==> config.mk <==
export PLATFORM = sky130hd
export DESIGN_NAME = tss_fifo
export DESIGN_NICKNAME = d
export VERILOG_FILES = /design/src/rtl/tss_pkg.sv /design/src/rtl/tss_fifo.sv
export SDC_FILE = /design/constraint.sdc
export NUM_CORES = 1
export LEC_CHECK = 0
export BUFFER_PORTS_ARGS = -buffer_cell sky130_fd_sc_hd__clkbuf_2
export CAP_MARGIN = 20
export CORE_AREA = 2 2 101 103
export CTS_CLUSTER_SIZE = 8
export DETAILED_ROUTE_END_ITERATION = 16
export DIE_AREA = 0 0 103 105
export PLACE_DENSITY = 0.82
export SYNTH_ARGS = -nofsm -noshare
export SYNTH_HDL_FRONTEND = slang
export SYNTH_SLANG_ARGS = --single-unit
==> constraint.sdc <==
create_clock -name aclk -period 4 [get_ports aclk]
set_input_delay 0.6 -clock aclk [delete_from_list [all_inputs] [get_ports aclk]]
set_output_delay 0.6 -clock aclk [all_outputs]
set_load 0.02 [all_outputs]
==> src/rtl/tss_pkg.sv <==
package tss_pkg;

    // Defaults for the top-level parameters
    localparam int LIST_DEPTH_DEF   = 64;
    localparam int SINE_ENTRIES_DEF = 256;
    localparam int PHASE_BITS_DEF   = 32;

    // Queue depths between the front, the sequencer and the output
    localparam int CMD_QUEUE_DEPTH = 4;
    localparam int OUT_QUEUE_DEPTH = 8;

    // Field widths
    localparam int FREQ_W   = 15;
    localparam int LEN_W    = 16;
    localparam int AMP_W    = 15;
    localparam int SAMPLE_W = 16;
    localparam int CFG_W    = 32;
    localparam int MUL_W    = FREQ_W + CFG_W;

    // Register reset values and full scale of the sine table
    localparam logic [CFG_W-1:0] STEP_PER_HZ_RESET = 32'd97392;
    localparam logic [AMP_W-1:0] AMP_RESET         = 15'd32000;
    localparam logic [15:0]      Q15_MAX           = 16'd32767;

    // Fixed-point constants for the sine table build
    localparam logic [63:0] Q30_ONE     = 64'h0000_0000_4000_0000;
    localparam logic [63:0] Q30_HALF    = 64'h0000_0000_2000_0000;
    localparam logic [63:0] Q30_HALF_PI = 64'd1686629713;

    // Input command codes
    typedef enum logic [2:0] {
        CMD_TICK      = 3'd0,
        CMD_LOAD_MAIN = 3'd1,
        CMD_LOAD_SUB  = 3'd2,
        CMD_STOP_MAIN = 3'd3,
        CMD_STOP_SUB  = 3'd4
    } cmd_code_t;

    // Configuration register indexes
    typedef enum logic [0:0] {
        REG_STEP_PER_HZ = 1'b0,
        REG_AMPLITUDE   = 1'b1
    } reg_idx_t;

    // Operations handed from the front to the sequencer
    typedef enum logic [1:0] {
        OP_TICK,
        OP_LOAD,
        OP_STOP
    } op_t;

    // Which list the current tone came from
    typedef enum logic [1:0] {
        SRC_NONE,
        SRC_MAIN,
        SRC_SUB
    } src_t;

    typedef struct packed {
        logic [LEN_W-1:0]  len;
        logic [FREQ_W-1:0] freq;
    } tone_t;

    typedef struct packed {
        op_t   op;
        logic  sel_sub;
        logic  first;
        logic  ms;
        tone_t tone;
    } cmd_t;

    typedef struct packed {
        logic gate;
        logic playing_sub;
    } voice_ctl_t;

    typedef struct packed {
        logic signed [SAMPLE_W-1:0] sample;
        logic                       sound_on;
        logic                       playing_sub;
    } out_t;

endpackage

==> src/rtl/tss_fifo.sv <==
module tss_fifo
    import tss_pkg::*;
#(
    parameter int WIDTH = $bits(cmd_t),
    parameter int DEPTH = CMD_QUEUE_DEPTH
) (
    input  logic             aclk,
    input  logic             aresetn,
    input  logic             push,
    input  logic [WIDTH-1:0] push_data,
    output logic             full,
    input  logic             pop,
    output logic [WIDTH-1:0] pop_data,
    output logic             empty
);

    localparam int AW = $clog2(DEPTH);
    localparam int CW = $clog2(DEPTH + 1);

    logic [WIDTH-1:0] data_reg [DEPTH];
    logic [AW-1:0]    wr_ptr_reg, wr_ptr_next;
    logic [AW-1:0]    rd_ptr_reg, rd_ptr_next;
    logic [CW-1:0]    count_reg, count_next;
    logic             do_push, do_pop;

    assign full     = (count_reg == CW'(DEPTH));
    assign empty    = (count_reg == '0);
    assign pop_data = data_reg[rd_ptr_reg];
    assign do_push  = push && !full;
    assign do_pop   = pop && !empty;

    // Advance pointers with wrap at any depth
    always_comb begin
        wr_ptr_next = wr_ptr_reg;
        rd_ptr_next = rd_ptr_reg;
        count_next  = count_reg;
        if (do_push) begin
            wr_ptr_next = (wr_ptr_reg == AW'(DEPTH - 1)) ? '0 : wr_ptr_reg + AW'(1);
        end
        if (do_pop) begin
            rd_ptr_next = (rd_ptr_reg == AW'(DEPTH - 1)) ? '0 : rd_ptr_reg + AW'(1);
        end
        case ({do_push, do_pop})
            2'b10:   count_next = count_reg + CW'(1);
            2'b01:   count_next = count_reg - CW'(1);
            default: count_next = count_reg;
        endcase
    end

    always_ff @(posedge aclk) begin
        if (!aresetn) begin
            wr_ptr_reg <= '0;
            rd_ptr_reg <= '0;
            count_reg  <= '0;
        end else begin
            wr_ptr_reg <= wr_ptr_next;
            rd_ptr_reg <= rd_ptr_next;
            count_reg  <= count_next;
        end
    end

    // Store the item
    always_ff @(posedge aclk) begin
        if (do_push) begin
            data_reg[wr_ptr_reg] <= push_data;
        end
    end

endmodule

### Yosys cells after proc, flatten, opt, wreduce, memory -nomap -nowiden

Memory sizes are Yosys's and may differ from the RTL's. A register that Yosys moved wholly into a read port is not among the register bits.
Index checks and enable logic that the tools add are counted.

* flip-flop bits (word level): 7
* bits in latches: 0
* memory bits (writable): 144
* ROM bits: 0
* output and inout bits: 38
* memories: 1

Memories
* data_reg: words 4, bits a word 36, rd ports 1, clocked after Yosys merged registers in 1, wr ports 1, line tss_fifo.sv:20 `logic [WIDTH-1:0] data_reg [DEPTH];`

* add/sub/neg operators: 4
* multipliers: 0
* div/mod/pow operators: 0
* magnitude comparators: 0
* eq/ne operators: 5
* shift-type cells: 0
* muxes and demuxes: 7
* bitwise gates (word level): 0
* reductions and logical operators: 6

Operators with widths (count)
* $mux W2: 4
* $eq A2 B2 Y1 const B: 3
* $pmux W3 S2: 1
* $add A2 B1 Y2 const B: 2
* $add A3 B1 Y3 const B: 1
* $eq A3 B3 Y1 const B: 1
* $logic_not A3 Y1: 1
* $sub A3 B1 Y3 const B: 1
* $eq A2 B1 Y1 const B: 1
* $logic_and A1 B1 Y1: 2
* $logic_not A1 Y1: 2
* $mux W1: 2
* $reduce_bool A2 Y1: 1

### Logic depth before layout (Yosys ltp)

* word-level depth: 5
* depth in mapped cells: 10
* depth with buffers taken out: 9

### Worst setup path before layout

No wires, ideal clock.

* path kind: flip-flop to flip-flop
* start: register count_reg[2]
* end: register count_reg[2]
* arrival: 2.163 ns
* slack: 1.761 ns
* stages on the path, launching flop included: 11
* clock period less this slack: 2.239 ns
* cells stage by stage: dfxtp_1 > nor3b_2 > nor2b_1 > buf_2 > inv_1 > ha_1 > inv_1 > fa_1 > xor2_1 > or3_1 > a21boi_0

* word-level cells in the longest chain between the ends: 5
* elaborated cells on any way between the ends: 12
* classes of those cells: add/sub (2); eq/ne (3); mux (1); reduce/logical (6)

Ends and longest elaborated chain
* start, declared: line tss_fifo.sv:23 `logic [CW-1:0] count_reg, count_next;`
* start signal, assigned: line tss_fifo.sv:58 `count_reg <= count_next;`
* $eq A3 B3 Y1 (*): line tss_fifo.sv:26 `assign full = (count_reg == CW'(DEPTH));`
* via full: line tss_fifo.sv:11 `output logic full,`
* $logic_not A1 Y1 (*): line tss_fifo.sv:29 `assign do_push = push && !full;`
* $logic_and A1 B1 Y1 (*): line tss_fifo.sv:29
* $eq A2 B1 Y1 or $eq A2 B2 Y1 (tied branches): line tss_fifo.sv:43 `case ({do_push, do_pop})`
* $pmux W3 S2 or $reduce_bool A2 Y1 (tied branches)

Mark *: on every way through the listed nets, which the timed path passes. The rest lies on a longest branch.
A chain may end at the register's enable or synchronous reset.

==> results by group <==
Status
  – Status: finished clean

Clock network
  – Root Buffer: clkbuf_8
  – CTS Buf Count: 17
  – Post-CTS sizing: 0
  – Reg clk slew, reported paths: 0.06 ns
  – CTS tree: done
  – Clk Latency, worst-skew pair: 0.52 ns
  – Post-CTS Setup Inserts: 0
  – CTS Hold Bufs: 0
  – Maximum clock path buffer count: 2
  – CTS H-Tree Depth: 4
  – Clk sinks: 153

Pwr
  – Net switching power: 1.295 mW
  – P_leak: 2.348 nW
  – Max VDD drop: 0.3669 mV
  – Power Dens Cells: 665.2 nW/um2
  – Combinational Power Share: 21.7%
  – Sw Ratio: 28.79%
  – Clock power frac: 32.8%
  – Register share of total power: 45.5%
  – Total power: 4.499 mW
  – Internal: 3.204 mW

Floorplanning
  – I/O pins: 78
  – Initial core utilization: 59.58%
  – CORE AREA: 9639 um2
  – Num rows: 36
  – DIE WIDTH: 103 um
  – Die Height: 105 um
  – Die area: 10820 um2

Synth
  – Yosys reg bits: 153
  – Synth warn: 0
  – Post-synth EDFFs: 144
  – Post-synth top flop: edfxtp_1
  – Distinct cells, synth: 26
  – Mapped Nets: 291
  – Asr flop ratio synth: 0%
  – Syn Area/Cell: 23.54 um2
  – Post-synthesis cell count: 244
  – Mapped Area: 5743 um2
  – Register area share after synthesis: 78.43%

Route
  – DRT Wirelength: 9.354 mm
  – Vias/cell: 5.535
  – Pre-antenna DRT Iters: 4
  – # DRC: 0
  – Wire per inst: 19.61 um
  – Via Count: 2640
  – Post-DRT Antenna Nets: 0
  – Initial DRC count: 161

Critical path
  – Kind of end point of the critical path: output pin
  – Reg-to-reg slack, setup: 1.80 ns
  – Slowest cell on the critical path: mux4_1
  – Crit path largest cell delay: 0.64 ns
  – Buf+Inv Stages, Crit Path: 2
  – Critical R2R Launch: count_reg[1]
  – Required @ worst endpoint: 3.40 ns
  – Crit path to: pop_data[28]
  – Top delay family on crit path: buffers and inverters
  – CP max FO: 23
  – Cell count of the worst reg-to-reg path: 3
  – CP Cell Sequence: buf_4 -> mux4_1 -> clkbuf_2
  – Worst r2r dst: data_reg[0][7]
  – Worst EP arrival: 2.47 ns
  – Crit Path Class: flop to output pin
  – CP Launch Type: flop
  – CP Depth: 3

Global route
  – Initial antenna violation count: 0
  – Largest net degree at the start of global routing: 37
  – Number of global-route vias before repair: 2671
  – Grt ovf: 0
  – First-pass GRT wire length: 14.28 mm
  – Total GRT Usage: 18.80%

STA
  – Slew headroom: 35.18%
  – Hold slack: 0.2941 ns
  – Final Setup Violations: 0
  – Minimum clock period: 3.074 ns
  – Max-slew violations: 0
  – Fmax: 0.3253 GHz
  – Tcrit/Tclk final: 76.85%
  – Worst Clk Skew: 0.008814 ns
  – Worst-Margin Slew: 0.9723 ns
  – Final hold vios: 0
  – Unrepaired setup endpoints after global routing: no
  – Setup TNS: 0 ns

Finish
  – Max reg flops: 144
  – Layout cells sized above 1: 42.15%
  – Diodes inserted: 0
  – Fin util: 70.17%
  – Layout fillers: 586
  – Area grow syn2layout: 17.78%
  – Final Net Count: 378

Placement
  – Routability Congestion: 0.7118
  – Port bufs: 77
  – DP Wirelength: 5.323 mm

Flow run
  – Maxcap violations: 0

Hold path
  – Hold Path Class: primary input to flop
## cell type report
type | count | area, um2 | share of cell area [%]
Timing Repair Buffer | 78 | 392.9 | 5.808
Multi-Input combinational cell | 74 | 1117 | 16.52
Sequential cell | 153 | 4507 | 66.63
Inverter | 7 | 26.28 | 0.3885
Clock buffer | 17 | 414.1 | 6.123
Clock inverter | 15 | 140.1 | 2.072
Tap cell | 133 | 166.4 | 2.460
## layer usage
layer  global-route usage [%]  up-vias  wire [um]
li1                         -     1190          -
met1                    26.28     1346       4023
met2                    28.20       96       4729
met3                    6.020        8        530
met4                    6.767        0         70
met5                        0        -          0
## worst min path at each step
stage	startpoint	end	cells after the start	slack, ns
floorplan	wr_ptr_reg[1]	wr_ptr_reg[1]	2	0.47
global placement	wr_ptr_reg[1]	wr_ptr_reg[1]	2	0.49
detailed placement	wr_ptr_reg[1]	wr_ptr_reg[1]	2	0.51
CTS	push_data[33]	data_reg[0][33]	1	0.27
global route	push_data[33]	data_reg[0][33]	1	0.27
finish	push_data[18]	data_reg[3][18]	1	0.29
## power by group through the flow
stage / clock [mW] / sequential [mW] / combinational [mW]
2_1_floorplan: 0 / 2.01 / 0.810
3_3_place_gp: 0 / 2.07 / 0.982
3_5_place_dp: 0 / 2.08 / 0.990
4_1_cts: 1.50 / 2.05 / 0.998
5_1_grt: 1.57 / 2.07 / 1.05
6_report: 1.47 / 2.05 / 0.976
## placed cells by master (no fill, tap or decap), drive strengths merged, types with 2 or more instances in the layout
cell / instances
edfxtp: 144
clkbuf: 94
mux4: 36
inv: 13
dfxtp: 9
nand2: 7
clkinv: 7
ha: 6
and2: 6
o21ai: 4
nor2: 2
mux2i: 2
nand3: 2
## cell usage after synthesis, types with 3 or more instances
cell / instances / share of area, %
dfxtp_1: 9 / 3.1
buf_12: 3 / 1.0
and2_1: 6 / 0.65
edfxtp_1: 144 / 75
inv_1: 7 / 0.46
mux4_2: 30 / 12
o21ai_0: 4 / 0.35
buf_2: 4 / 0.35
mux4_1: 6 / 2.7
nand2_1: 7 / 0.46
ha_1: 6 / 1.3
## cells by family after synthesis
family | Yosys count | share of synthesized area (%)
flip-flops | 153 | 78.43
AO/OA/AOI/OAI | 6 | 0.6101
XOR/XNOR | 2 | 0.3051
buffers and inverters | 17 | 2.200
AND/OR/NAND/NOR | 21 | 1.939
multiplexers | 38 | 14.86
adder cells (fa/ha/maj) | 7 | 1.656
## metrics by stage
stage / worst slack (ns) / cell area [um2] / std cells
after floorplan: 1.761 / 5743 / 244
after global placement: 1.437 / 6210 / 445
after detailed placement: 1.399 / 6210 / 445
after CTS: 0.8261 / 6764 / 477
after global routing: 0.7212 / 6764 / 477
final: 0.9260 / 6764 / 477
No activity file was read; power rests on OpenSTA's default activity.
