--- src/rtl/tss_pkg.sv ---
package tss_pkg;

    // Defaults for the top-level parameters
    localparam int LIST_DEPTH_DEF   = 64;
    localparam int SINE_ENTRIES_DEF = 256;
    localparam int PHASE_BITS_DEF   = 32;

    // Queue depths between the front, the sequencer and the output
    localparam int CMD_QUEUE_DEPTH = 4;
    localparam int OUT_QUEUE_DEPTH = 8;

    // Field widths
    localparam int FREQ_W   = 15;
    localparam int LEN_W    = 16;
    localparam int AMP_W    = 15;
    localparam int SAMPLE_W = 16;
    localparam int CFG_W    = 32;
    localparam int MUL_W    = FREQ_W + CFG_W;

    // Register reset values and full scale of the sine table
    localparam logic [CFG_W-1:0] STEP_PER_HZ_RESET = 32'd97392;
    localparam logic [AMP_W-1:0] AMP_RESET         = 15'd32000;
    localparam logic [15:0]      Q15_MAX           = 16'd32767;

    // Fixed-point constants for the sine table build
    localparam logic [63:0] Q30_ONE     = 64'h0000_0000_4000_0000;
    localparam logic [63:0] Q30_HALF    = 64'h0000_0000_2000_0000;
    localparam logic [63:0] Q30_HALF_PI = 64'd1686629713;

    // Input command codes
    typedef enum logic [2:0] {
        CMD_TICK      = 3'd0,
        CMD_LOAD_MAIN = 3'd1,
        CMD_LOAD_SUB  = 3'd2,
        CMD_STOP_MAIN = 3'd3,
        CMD_STOP_SUB  = 3'd4
    } cmd_code_t;

    // Configuration register indexes
    typedef enum logic [0:0] {
        REG_STEP_PER_HZ = 1'b0,
        REG_AMPLITUDE   = 1'b1
    } reg_idx_t;

    // Operations handed from the front to the sequencer
    typedef enum logic [1:0] {
        OP_TICK,
        OP_LOAD,
        OP_STOP
    } op_t;

    // Which list the current tone came from
    typedef enum logic [1:0] {
        SRC_NONE,
        SRC_MAIN,
        SRC_SUB
    } src_t;

    typedef struct packed {
        logic [LEN_W-1:0]  len;
        logic [FREQ_W-1:0] freq;
    } tone_t;

    typedef struct packed {
        op_t   op;
        logic  sel_sub;
        logic  first;
        logic  ms;
        tone_t tone;
    } cmd_t;

    typedef struct packed {
        logic gate;
        logic playing_sub;
    } voice_ctl_t;

    typedef struct packed {
        logic signed [SAMPLE_W-1:0] sample;
        logic                       sound_on;
        logic                       playing_sub;
    } out_t;

endpackage

--- src/rtl/tss_fifo.sv ---
module tss_fifo
    import tss_pkg::*;
#(
    parameter int WIDTH = $bits(cmd_t),
    parameter int DEPTH = CMD_QUEUE_DEPTH
) (
    input  logic             aclk,
    input  logic             aresetn,
    input  logic             push,
    input  logic [WIDTH-1:0] push_data,
    output logic             full,
    input  logic             pop,
    output logic [WIDTH-1:0] pop_data,
    output logic             empty
);

    localparam int AW = $clog2(DEPTH);
    localparam int CW = $clog2(DEPTH + 1);

    logic [WIDTH-1:0] data_reg [DEPTH];
    logic [AW-1:0]    wr_ptr_reg, wr_ptr_next;
    logic [AW-1:0]    rd_ptr_reg, rd_ptr_next;
    logic [CW-1:0]    count_reg, count_next;
    logic             do_push, do_pop;

    assign full     = (count_reg == CW'(DEPTH));
    assign empty    = (count_reg == '0);
    assign pop_data = data_reg[rd_ptr_reg];
    assign do_push  = push && !full;
    assign do_pop   = pop && !empty;

    // Advance pointers with wrap at any depth
    always_comb begin
        wr_ptr_next = wr_ptr_reg;
        rd_ptr_next = rd_ptr_reg;
        count_next  = count_reg;
        if (do_push) begin
            wr_ptr_next = (wr_ptr_reg == AW'(DEPTH - 1)) ? '0 : wr_ptr_reg + AW'(1);
        end
        if (do_pop) begin
            rd_ptr_next = (rd_ptr_reg == AW'(DEPTH - 1)) ? '0 : rd_ptr_reg + AW'(1);
        end
        case ({do_push, do_pop})
            2'b10:   count_next = count_reg + CW'(1);
            2'b01:   count_next = count_reg - CW'(1);
            default: count_next = count_reg;
        endcase
    end

    always_ff @(posedge aclk) begin
        if (!aresetn) begin
            wr_ptr_reg <= '0;
            rd_ptr_reg <= '0;
            count_reg  <= '0;
        end else begin
            wr_ptr_reg <= wr_ptr_next;
            rd_ptr_reg <= rd_ptr_next;
            count_reg  <= count_next;
        end
    end

    // Store the item
    always_ff @(posedge aclk) begin
        if (do_push) begin
            data_reg[wr_ptr_reg] <= push_data;
        end
    end

endmodule

--- src/rtl/tss_voice.sv ---
module tss_voice
    import tss_pkg::*;
#(
    parameter int SINE_ENTRIES = SINE_ENTRIES_DEF,
    parameter int PHASE_BITS   = PHASE_BITS_DEF
) (
    input  logic                       aclk,
    input  logic                       aresetn,
    input  logic                       job_valid,
    output logic                       job_ready,
    input  logic [PHASE_BITS-1:0]      job_phase,
    input  voice_ctl_t                 job_ctl,
    input  logic [AMP_W-1:0]           amplitude,
    output logic                       m_valid,
    input  logic                       m_ready,
    output logic signed [SAMPLE_W-1:0] m_sample,
    output logic                       m_sound_on,
    output logic                       m_playing_sub
);

    localparam int IW  = $clog2(SINE_ENTRIES);
    localparam int SW  = PHASE_BITS + IW;
    localparam int PRW = 2 * AMP_W;
    localparam int KW  = $clog2(OUT_QUEUE_DEPTH + 1);

    typedef logic signed [SAMPLE_W-1:0] sine_rom_t [SINE_ENTRIES];

    // Q15 magnitude of the sine of f quarter-table steps
    function automatic logic [AMP_W-1:0] quarter_sine(input logic [63:0] f);
        logic [63:0] x, x2, t, s, q;
        x  = (f * Q30_HALF_PI) / SINE_ENTRIES;
        x2 = (x * x) >> 30;
        t  = Q30_ONE - x2 / 72;
        t  = Q30_ONE - ((x2 * t) >> 30) / 42;
        t  = Q30_ONE - ((x2 * t) >> 30) / 20;
        t  = Q30_ONE - ((x2 * t) >> 30) / 6;
        s  = (x * t) >> 30;
        q  = (s * 64'd32767 + Q30_HALF) >> 30;
        return (q > 64'd32767) ? AMP_W'(32767) : q[AMP_W-1:0];
    endfunction

    function automatic sine_rom_t build_rom();
        sine_rom_t             rom;
        logic [63:0]           t4, quad, f;
        logic [AMP_W-1:0]      v;
        logic signed [SAMPLE_W-1:0] sv;
        for (int k = 0; k < SINE_ENTRIES; k++) begin
            t4   = 64'(4 * k);
            quad = t4 / SINE_ENTRIES;
            f    = t4 - quad * SINE_ENTRIES;
            v    = quad[0] ? quarter_sine(64'(SINE_ENTRIES) - f) : quarter_sine(f);
            sv   = $signed({1'b0, v});
            rom[IW'(k)] = (quad >= 64'd2) ? -sv : sv;
        end
        return rom;
    endfunction

    localparam sine_rom_t SINE_ROM = build_rom();

    logic                       v1_reg, v2_reg, v3_reg;
    logic [IW-1:0]              idx_reg;
    logic signed [SAMPLE_W-1:0] rom_reg;
    logic [PRW-1:0]             prod_reg;
    logic                       neg_reg;
    voice_ctl_t                 ctl1_reg, ctl2_reg, ctl3_reg;
    logic [KW-1:0]              credit_reg, credit_next;

    logic [SW-1:0]       scaled;
    logic                neg;
    logic [AMP_W-1:0]    mag;
    logic [AMP_W-1:0]    q0;
    logic [SAMPLE_W-1:0] rem, mq;
    out_t                out_item, out_head;
    logic                issue, out_pop, out_full, out_empty;

    assign issue     = job_valid && job_ready;
    assign job_ready = (credit_reg < KW'(OUT_QUEUE_DEPTH));

    // Count items in flight plus items waiting at the output
    always_comb begin
        case ({issue, out_pop})
            2'b10:   credit_next = credit_reg + KW'(1);
            2'b01:   credit_next = credit_reg - KW'(1);
            default: credit_next = credit_reg;
        endcase
    end

    always_ff @(posedge aclk) begin
        if (!aresetn) begin
            v1_reg     <= 1'b0;
            v2_reg     <= 1'b0;
            v3_reg     <= 1'b0;
            credit_reg <= '0;
        end else begin
            v1_reg     <= issue;
            v2_reg     <= v1_reg;
            v3_reg     <= v2_reg;
            credit_reg <= credit_next;
        end
    end

    // Map the phase onto a table index
    assign scaled = SW'(job_phase) * SW'(SINE_ENTRIES);

    assign neg = rom_reg[SAMPLE_W-1];
    assign mag = AMP_W'(neg ? -rom_reg : rom_reg);

    // Stages: index, table read, amplitude product
    always_ff @(posedge aclk) begin
        idx_reg  <= scaled[SW-1:PHASE_BITS];
        ctl1_reg <= job_ctl;
        rom_reg  <= SINE_ROM[idx_reg];
        ctl2_reg <= ctl1_reg;
        prod_reg <= PRW'(amplitude) * PRW'(mag);
        neg_reg  <= neg;
        ctl3_reg <= ctl2_reg;
    end

    // Divide the product by full scale: quotient estimate plus one correction
    assign q0  = prod_reg[PRW-1:AMP_W];
    assign rem = {1'b0, prod_reg[AMP_W-1:0]} + {1'b0, q0};
    assign mq  = {1'b0, q0} + SAMPLE_W'(rem >= Q15_MAX);

    always_comb begin
        out_item.sound_on    = ctl3_reg.gate;
        out_item.playing_sub = ctl3_reg.playing_sub;
        if (!ctl3_reg.gate) begin
            out_item.sample = '0;
        end else if (neg_reg) begin
            out_item.sample = -$signed(mq);
        end else begin
            out_item.sample = $signed(mq);
        end
    end

    // Hold results until the receiver takes them
    tss_fifo #(
        .WIDTH ($bits(out_t)),
        .DEPTH (OUT_QUEUE_DEPTH)
    ) u_out_q (
        .aclk      (aclk),
        .aresetn   (aresetn),
        .push      (v3_reg),
        .push_data (out_item),
        .full      (out_full),
        .pop       (out_pop),
        .pop_data  (out_head),
        .empty     (out_empty)
    );

    assign m_valid       = !out_empty;
    assign out_pop       = m_valid && m_ready && !(out_full && 1'b0);
    assign m_sample      = out_head.sample;
    assign m_sound_on    = out_head.sound_on;
    assign m_playing_sub = out_head.playing_sub;

endmodule

--- config.mk ---
export PLATFORM = sky130hd
export DESIGN_NAME = tss_voice
export DESIGN_NICKNAME = d
export VERILOG_FILES = /design/src/rtl/tss_pkg.sv /design/src/rtl/tss_fifo.sv /design/src/rtl/tss_voice.sv
export SDC_FILE = /design/constraint.sdc
export NUM_CORES = 1
export LEC_CHECK = 0
export BUFFER_PORTS_ARGS = -buffer_cell sky130_fd_sc_hd__buf_2
export CORE_MARGIN = 2
export CORE_UTILIZATION = 58
export CTS_CLUSTER_SIZE = 10
export DETAILED_ROUTE_END_ITERATION = 16
export PLACE_DENSITY = 0.91
export SETUP_SLACK_MARGIN = 0.1
export SYNTH_ARGS = -nofsm -noshare
export SYNTH_HDL_FRONTEND = slang
export SYNTH_SLANG_ARGS = --single-unit
--- constraint.sdc ---
create_clock -name aclk -period 6.39 [get_ports aclk]
set_input_delay 1.278 -clock aclk [delete_from_list [all_inputs] [get_ports aclk]]
set_output_delay 1.278 -clock aclk [all_outputs]
set_load 0.02 [all_outputs]
# Word-level counts from Yosys, hierarchy flattened
# Memories as Yosys holds them, arrays and structs flattened. A register that Yosys moved wholly into a read port is not among the register bits.
# Index checks and enable logic that the tools add are counted.
[totals] wordCells=59 out_inout_bits=20 n_memories=2 ff_bits=62 inputBits=53 romBits=4096 mem_bits_rw=144
[mem_list] name="(no name shown)" depth=256 width=16 rd=1 rd_clocked_by_memory_dff=1 wr=0 line="tss_voice.sv:112" source="rom_reg <= SINE_ROM[idx_reg];"
[mem_list] name="u_out_q.data_reg" depth=8 width=18 rd=1 rd_clocked_by_memory_dff=1 wr=1 line="tss_fifo.sv:20" source="logic [WIDTH-1:0] data_reg [DEPTH];"
[op_classes] n_mux=11 add_sub_neg=10 n_mul=1 bitwise=1 n_eq_ne=7 n_reduce_logical=9 n_lt_le_gt_ge=2
[ops] op="$mux W16" n=2
[ops] op="$mul A15 B15 Y30" n=1
[ops] op="$add A15 B1 Y16" n=1
[ops] op="$add A15 B15 Y16" n=1
[ops] op="$ge A16 B15 Y1 const B" n=1
[ops] op="$neg A16 Y16" n=1
[ops] op="$pmux W4 S2" n=2
[ops] op="$mux W15" n=1
[ops] op="$neg A15 Y15" n=1
[ops] op="$mux W3" n=4
[ops] op="$not A8 Y9" n=1
[ops] op="$add A4 B1 Y4 const B" n=2
[ops] op="$sub A4 B1 Y4 const B" n=2
[ops] op="$add A3 B1 Y3 const B" n=2
[ops] op="$eq A3 B3 Y1 const B" n=2
[ops] op="$eq A2 B1 Y1 const B" n=2
[ops] op="$eq A2 B2 Y1 const B" n=2
[ops] op="$eq A4 B4 Y1 const B" n=1
[ops] op="$logic_and A1 B1 Y1" n=4
[ops] op="$logic_not A4 Y1" n=1
[ops] op="$lt A4 B4 Y1 const B" n=1
[ops] op="$reduce_bool A2 Y1" n=2
[ops] op="$logic_not A1 Y1" n=2
[ops] op="$mux W1" n=2

# Logic depth before layout (Yosys ltp)
# Gate-level depths: netlist of run 1.
[depth] word_depth=6 ltp_mapped=23 ltp_nobuf=22

# Cells and area by module
# From an unflattened synthesis of run 1, not the netlist that was laid out.
[unflattened] cells_unflattened=1860 area_unflattened_um2=19032.0
[modules_own_cells] mod="tss_voice" cells_each=1572 seq_area_each_um2=1301.2 area_per_inst_um2=12766.0 n_inst=1
[modules_own_cells] mod="tss_fifo" cells_each=288 seq_area_each_um2=4584.4 area_per_inst_um2=6266.0 n_inst=1

# Least setup slack after synthesis of run 1
# Ideal clock, no wire load.
[synth_timing] path_type="input to register" startpoint="in amplitude[10]" endpoint="reg prod_reg[29]" cell_stages=21 setup_ps=121 slack_ps=-388 arrival_time_ps=6657 required_time_ps=6269 n_path_buf=1 path_cell_list="clkbuf_1 > and2_1 > fa_1 > inv_1 > fa_1 > inv_1 > fa_1 > fa_1 > fa_1 > inv_1 > fa_1 > inv_1 > ha_1 > and3_1 > a221oi_1 > o21ai_0 > a21o_1 > a311o_2 > a41oi_2 > o21ai_1 > xnor2_1"
[synth_between] elab_chain_len=1
[synth_lines] item="from (decl)" line="tss_voice.sv:13" source="input logic [AMP_W-1:0] amplitude,"
[synth_lines] item="$mul A15 B15 Y30" line="tss_voice.sv:114" source="prod_reg <= PRW'(amplitude) * PRW'(mag);"
[synth_lines] item="to (signal assigned)" line="tss_voice.sv:114"
[synth_lines] item="to (decl)" line="tss_voice.sv:63" source="logic [PRW-1:0] prod_reg;"
# Every way passes these cells.
# A chain may end at the register's enable or synchronous reset.

# Worst setup path after layout of run 1
[layout_timing] startpoint="in amplitude[13]" endpoint="reg prod_reg[28]"
# The elaborated chain is that of the path after synthesis.

==> impl_metrics.toml, run 1 <==
[floorplanning]
die_x_um = 183.0
die_h_um = 183.0
dieArea_um2 = 33480
initial_core_util = 0.5887
ios = 73
core_area_um2 = 31560
row_count = 65

[logic_synthesis]
synth_ff_type = "edfxtp_1"
netlist_area_um2 = 18580
synthCells = 1834
ys_seq_area_frac = 0.3168
netlist.top_cell.by_area = "edfxtp_1"
synth_edf_count = 144
ys.warnings.count = 0
async_reset_ff_frac = 0
synth.area.top_cells = "edfxtp_1 23%, fa_1 18%, ha_1 9.2%"
ys_top_cells_by_count = "210 x inv_1, 189 x nand2_1, 170 x fa_1"
synth_most_common_cell = "inv_1"
synth_seq_cells = 222
syn_nets = 2194
yosysUniqueCellTypes = 74
synth_top_area_share = 0.2328
avgSynthCellArea_um2 = 10.13

[setup_path]
rr_startpoint = "rom_reg[9]$_DFF_P_"
critPathCaptureType = "flop"
critPathLaunchType = "input pin"
reg2reg_depth = 19
worst_path_most_repeated_cell = "fa_1"
reg2reg_setup_slack_ps = 390
worst-setup-path-type = "input pin to flop"
timing.rr.end = "prod_reg[29]$_DFF_P_"
critPathMaxFanout = 5
path_delay_family = "adder cells"
worst_ep_required_time_ps = 6830
critPathMaxStageDelay_ps = 540
crit_buf_inv = 6
path_cells = "buf_2, buf_4, and2_4, fa_1, inv_1, fa_1, inv_1, fa_1, fa_1, fa_1, inv_1, fa_2, inv_1, ha_2, a21o_1, a21o_1, a21oi_2, or3b_4, nor3_4, o31ai_1, a21oi_1, xnor2_1"
arrival_ps = 6670
cpMaxStageDelayCell = "fa_1"

[sta]
worst_pin_slew_ps = 964.8
finalCritPeriodShare = 0.9748
setup_slack_ps = 161.2
clock_skew_ps = 19.48
hold_viol = 0
fmax_mhz = 160.5
maxSlewHeadroom = 0.3560
drv_slew = 0
rsz0062_at_grt = "yes"
worst_hold_slack_ps = 325.9
setup_viol = 0
finalCriticalPeriod_ps = 6229

[clocking]
cts_hold_buf = 0
cts_tree = "yes"
cts_buffers = 27
clk_pin_slew_ps = 50
clk_path_buf_depth = 3
cts_sinks = 222
insertion_delay_ps = 530
root_buffer = "clkbuf_16"
htree_num_levels = 1

[detailed_routing]
wire_per_inst_um = 20.12
ant_nets = 0
drcViolationCount = 0
via_per_inst = 6.204
wirelength_um = 46780
met1_length_um = 17740
drtIter0Drc = 2009
vias = 14430
met3_length_um = 3975
wl_met2_um = 23220
first_pass_iters = 6
highest_layer = "met4"

[place]
placedInstanceArea_um2 = 19710
pre_cts_slack_ps = -434.5
gp_congestion = 1.044
dp_hpwl_um = 33790
numPortBuffers = 47

[global_routing]
antenna_found_initial = 0
grt_max_degree = 87
grt_pass1_wl_um = 76000
grt_pass1_vias = 14810
gr-total-overflow = 0
grt_usage = 0.2836

[run]
drv_cap = 0

[layout]
post-route-util = 0.6544
n_antenna_cell = 0
final_area_um2 = 20650
fin_nets = 2263
largest_reg_flops = 144
syn_to_final_growth_pct = 11.16
layout-drive-gt1-share = 0.1477
n_fill_cell = 2272

[min_path]
hold_depth = 0
min_from = "ctl2_reg[1]$_DFF_P_"
hold_end = "ctl3_reg[1]$_DFF_P_"
hold_class = "flop to flop"

[outcome]
outcome = "completed"
==> final cells by class <==
cell class	count	area (um^2)	area share
multi-input cells	1300	11730	0.5682
flip-flops and latches	222	5891	0.2852
repair buffers	137	933.4	0.04520
inverters	215	807.0	0.03908
clock buffers	45	753.2	0.03647
well taps	402	503.0	0.02436
clock inverters	4	30.03	0.001454
==> cell usage in the layout, fill, tap and decap left out, types with 35 or more instances in the layout <==
cell      count
inv_1       207
nand2_1     189
fa_1        167
and2_1      153
edfxtp_1    144
ha_1        131
buf_4        89
a21oi_1      84
nor2_1       75
dfxtp_1      74
o21ai_0      70
buf_2        44
mux4_2       38
xnor2_1      35
==> worst max-delay path by stage <==
| stage | start | endpoint | slack, ps | cells after the start |
|---|---|---|---|---|
| 3_5_place_dp | amplitude[13] | prod_reg[28]$_DFF_P_ | -430 | 22 |
| 2_1_floorplan | amplitude[7] | prod_reg[27]$_DFF_P_ | -120 | 21 |
| 5_1_grt | amplitude[13] | prod_reg[28]$_DFF_P_ | 4 | 22 |
| 3_3_place_gp | amplitude[10] | prod_reg[27]$_DFF_P_ | -380 | 21 |
| 4_1_cts | amplitude[7] | prod_reg[28]$_DFF_P_ | 110 | 21 |
| 6_report | amplitude[13] | prod_reg[28]$_DFF_P_ | 160 | 22 |
==> cell families after synthesis <==
logic type	share of synthesized area
buffers and inverters	0.06338
xor gates and xnor gates	0.02310
muxes	0.05920
adders and majority gates	0.2755
DFF	0.3168
and+or+nand+nor	0.1453
AOI/OAI and AO/OA	0.1167
==> layer usage <==
| metal | track usage | vias up |
|---|---|---|
| met4 | 0.1069 | 0 |
| met3 | 0.04686 | 174 |
| li1 | - | 6419 |
| met2 | 0.4939 | 846 |
| met5 | 0 | - |
| met1 | 0.3565 | 6986 |
==> what timing repair did <==
item | CTS | global route
pin swaps | 4 | 26
resized for setup | 5 | 32
buffers inserted | 0 | 3
endpoints found under the setup margin | 2 | 10
==> per-stage QoR <==
step	TNS [ps]	cells
3_3_place_gp	-2810	2273
6_report	0	2325
2_1_floorplan	-320.5	1834
4_1_cts	0	2322
5_1_grt	0	2325
3_5_place_dp	-3826	2273
Power of run 1 is left out: the tool's default activity adds up to more than one toggle a clock period on the data nets, which glitch-free logic cannot reach.
==> run 2: changes to the inputs <==
- PLACE_DENSITY: 0.91 -> 0.89
==> impl_metrics.toml, run 2 (same netlist as run 1, synthesis figures left out) <==
[sta]
drv_slew = 0
setup_viol = 0
hold_viol = 0
finalCriticalPeriod_ps = 6231
worst_pin_slew_ps = 1004
clock_skew_ps = 14.91
setup_slack_ps = 159.0
finalCritPeriodShare = 0.9751
maxSlewHeadroom = 0.3296
rsz0062_at_grt = "yes"
tns_ps = 0
fmax_mhz = 160.5

[detailed_routing]
first_pass_iters = 7
vias = 14420
ant_nets = 0
wirelength_um = 47210
wire_per_inst_um = 20.34
via_per_inst = 6.212
drtIter0Drc = 1621
drcViolationCount = 0

[clocking]
insertion_delay_ps = 520
htree_num_levels = 1
clk_pin_slew_ps = 50
cts_buffers = 27
cts_sinks = 222
cts_tree = "yes"
clk_path_buf_depth = 3
root_buffer = "clkbuf_16"
cts_hold_buf = 0

[layout]
layout-drive-gt1-share = 0.1485
syn_to_final_growth_pct = 11.16
layout_commonest_cell = "inv_1"
layout.cells.non_filler = 2321
fin_nets = 2260
largest_reg_flops = 144
n_antenna_cell = 0
final_cell_mix = "199 x inv_1, 189 x nand2_1, 166 x fa_1"

[floorplanning]
row_count = 65
ios = 73
die_x_um = 183.0
core_area_um2 = 31560
initial_core_util = 0.5887
dieArea_um2 = 33480
die_h_um = 183.0

[place]
pre_cts_slack_ps = -446.9
dp_hpwl_um = 33120
place_inst = 2271
gp_congestion = 1.035
numPortBuffers = 47

[setup_path]
critPathLaunchType = "input pin"
arrival_ps = 6660
worst-setup-path-type = "input pin to flop"
critPathMaxFanout = 7
critPathCaptureType = "flop"
worst_ep_required_time_ps = 6820

[global_routing]
gr-total-overflow = 0
grt_max_degree = 79
grt_pass1_vias = 14730
grt_pass1_wl_um = 76730
antenna_found_initial = 0
grt_usage = 0.2869

[min_path]
hold_class = "flop to flop"

[run]
drv_cap = 0

[outcome]
outcome = "completed"
run 2: critical path, cell delays in order:
cell,delay (ps)
buf_2,180
buf_4,170
nand2_1,80
fa_1,540
inv_1,60
fa_1,570
fa_1,450
fa_1,540
fa_1,500
inv_1,50
fa_1,470
inv_1,40
ha_1,200
a21o_1,160
a21o_1,180
a21oi_2,150
or3b_1,370
nor3_2,220
o31ai_1,130
a21oi_1,190
xnor2_1,140
run 2: per-stage QoR:
stage / utilization / hold WS (ps) / instance area, um^2
after floorplan: - / 309.6 / 18680
after global placement: 0.6241 / 313.1 / 19690
after detailed placement: 0.6241 / 313.2 / 19690
after CTS: 0.6502 / 325.4 / 20520
after global routing: 0.6544 / 332.0 / 20650
final: 0.6544 / 325.1 / 20650
run 2: layer usage:
| metal | vias up | routed length [um] | global-route usage |
|---|---|---|---|
| li1 | 6425 | - | - |
| met1 | 7028 | 18090 | 0.3674 |
| met2 | 804 | 23420 | 0.5003 |
| met3 | 160 | 4038 | 0.04230 |
| met4 | 0 | 1656 | 0.09888 |
| met5 | - | 0 | 0 |
run 2: final cells by class:
class,count,area [um^2]
clock buffers,45,773.2
clock inverters,3,42.54
fillers,2325,10900
inverters,215,807.0
multi-input cells,1300,11690
flip-flops and latches,222,5891
well taps,402,503.0
repair buffers,134,940.9
run 2: what timing repair did:
item | in CTS | in global routing
pin swaps | 6 | 20
setup endpoints to repair | 3 | 10
resized for setup | 0 | 48
endpoints found under the hold margin | 0 | 0
buffers inserted | 1 | 1
run 2: path summary, 6_finish.rpt:
check | start | depth (start not counted) | slack [ps] | endpoint
setup / recovery | amplitude[6] | 21 | 160 | prod_reg[28]$_DFF_P_
hold / removal | ctl1_reg[1]$_DFF_P_ | 0 | 330 | ctl2_reg[1]$_DFF_P_
setup reg to reg | rom_reg[10]$_DFF_P_ | 20 | 420 | prod_reg[28]$_DFF_P_
hold reg to reg | ctl1_reg[1]$_DFF_P_ | 0 | 330 | ctl2_reg[1]$_DFF_P_
Power of run 2 is left out for the same reason.
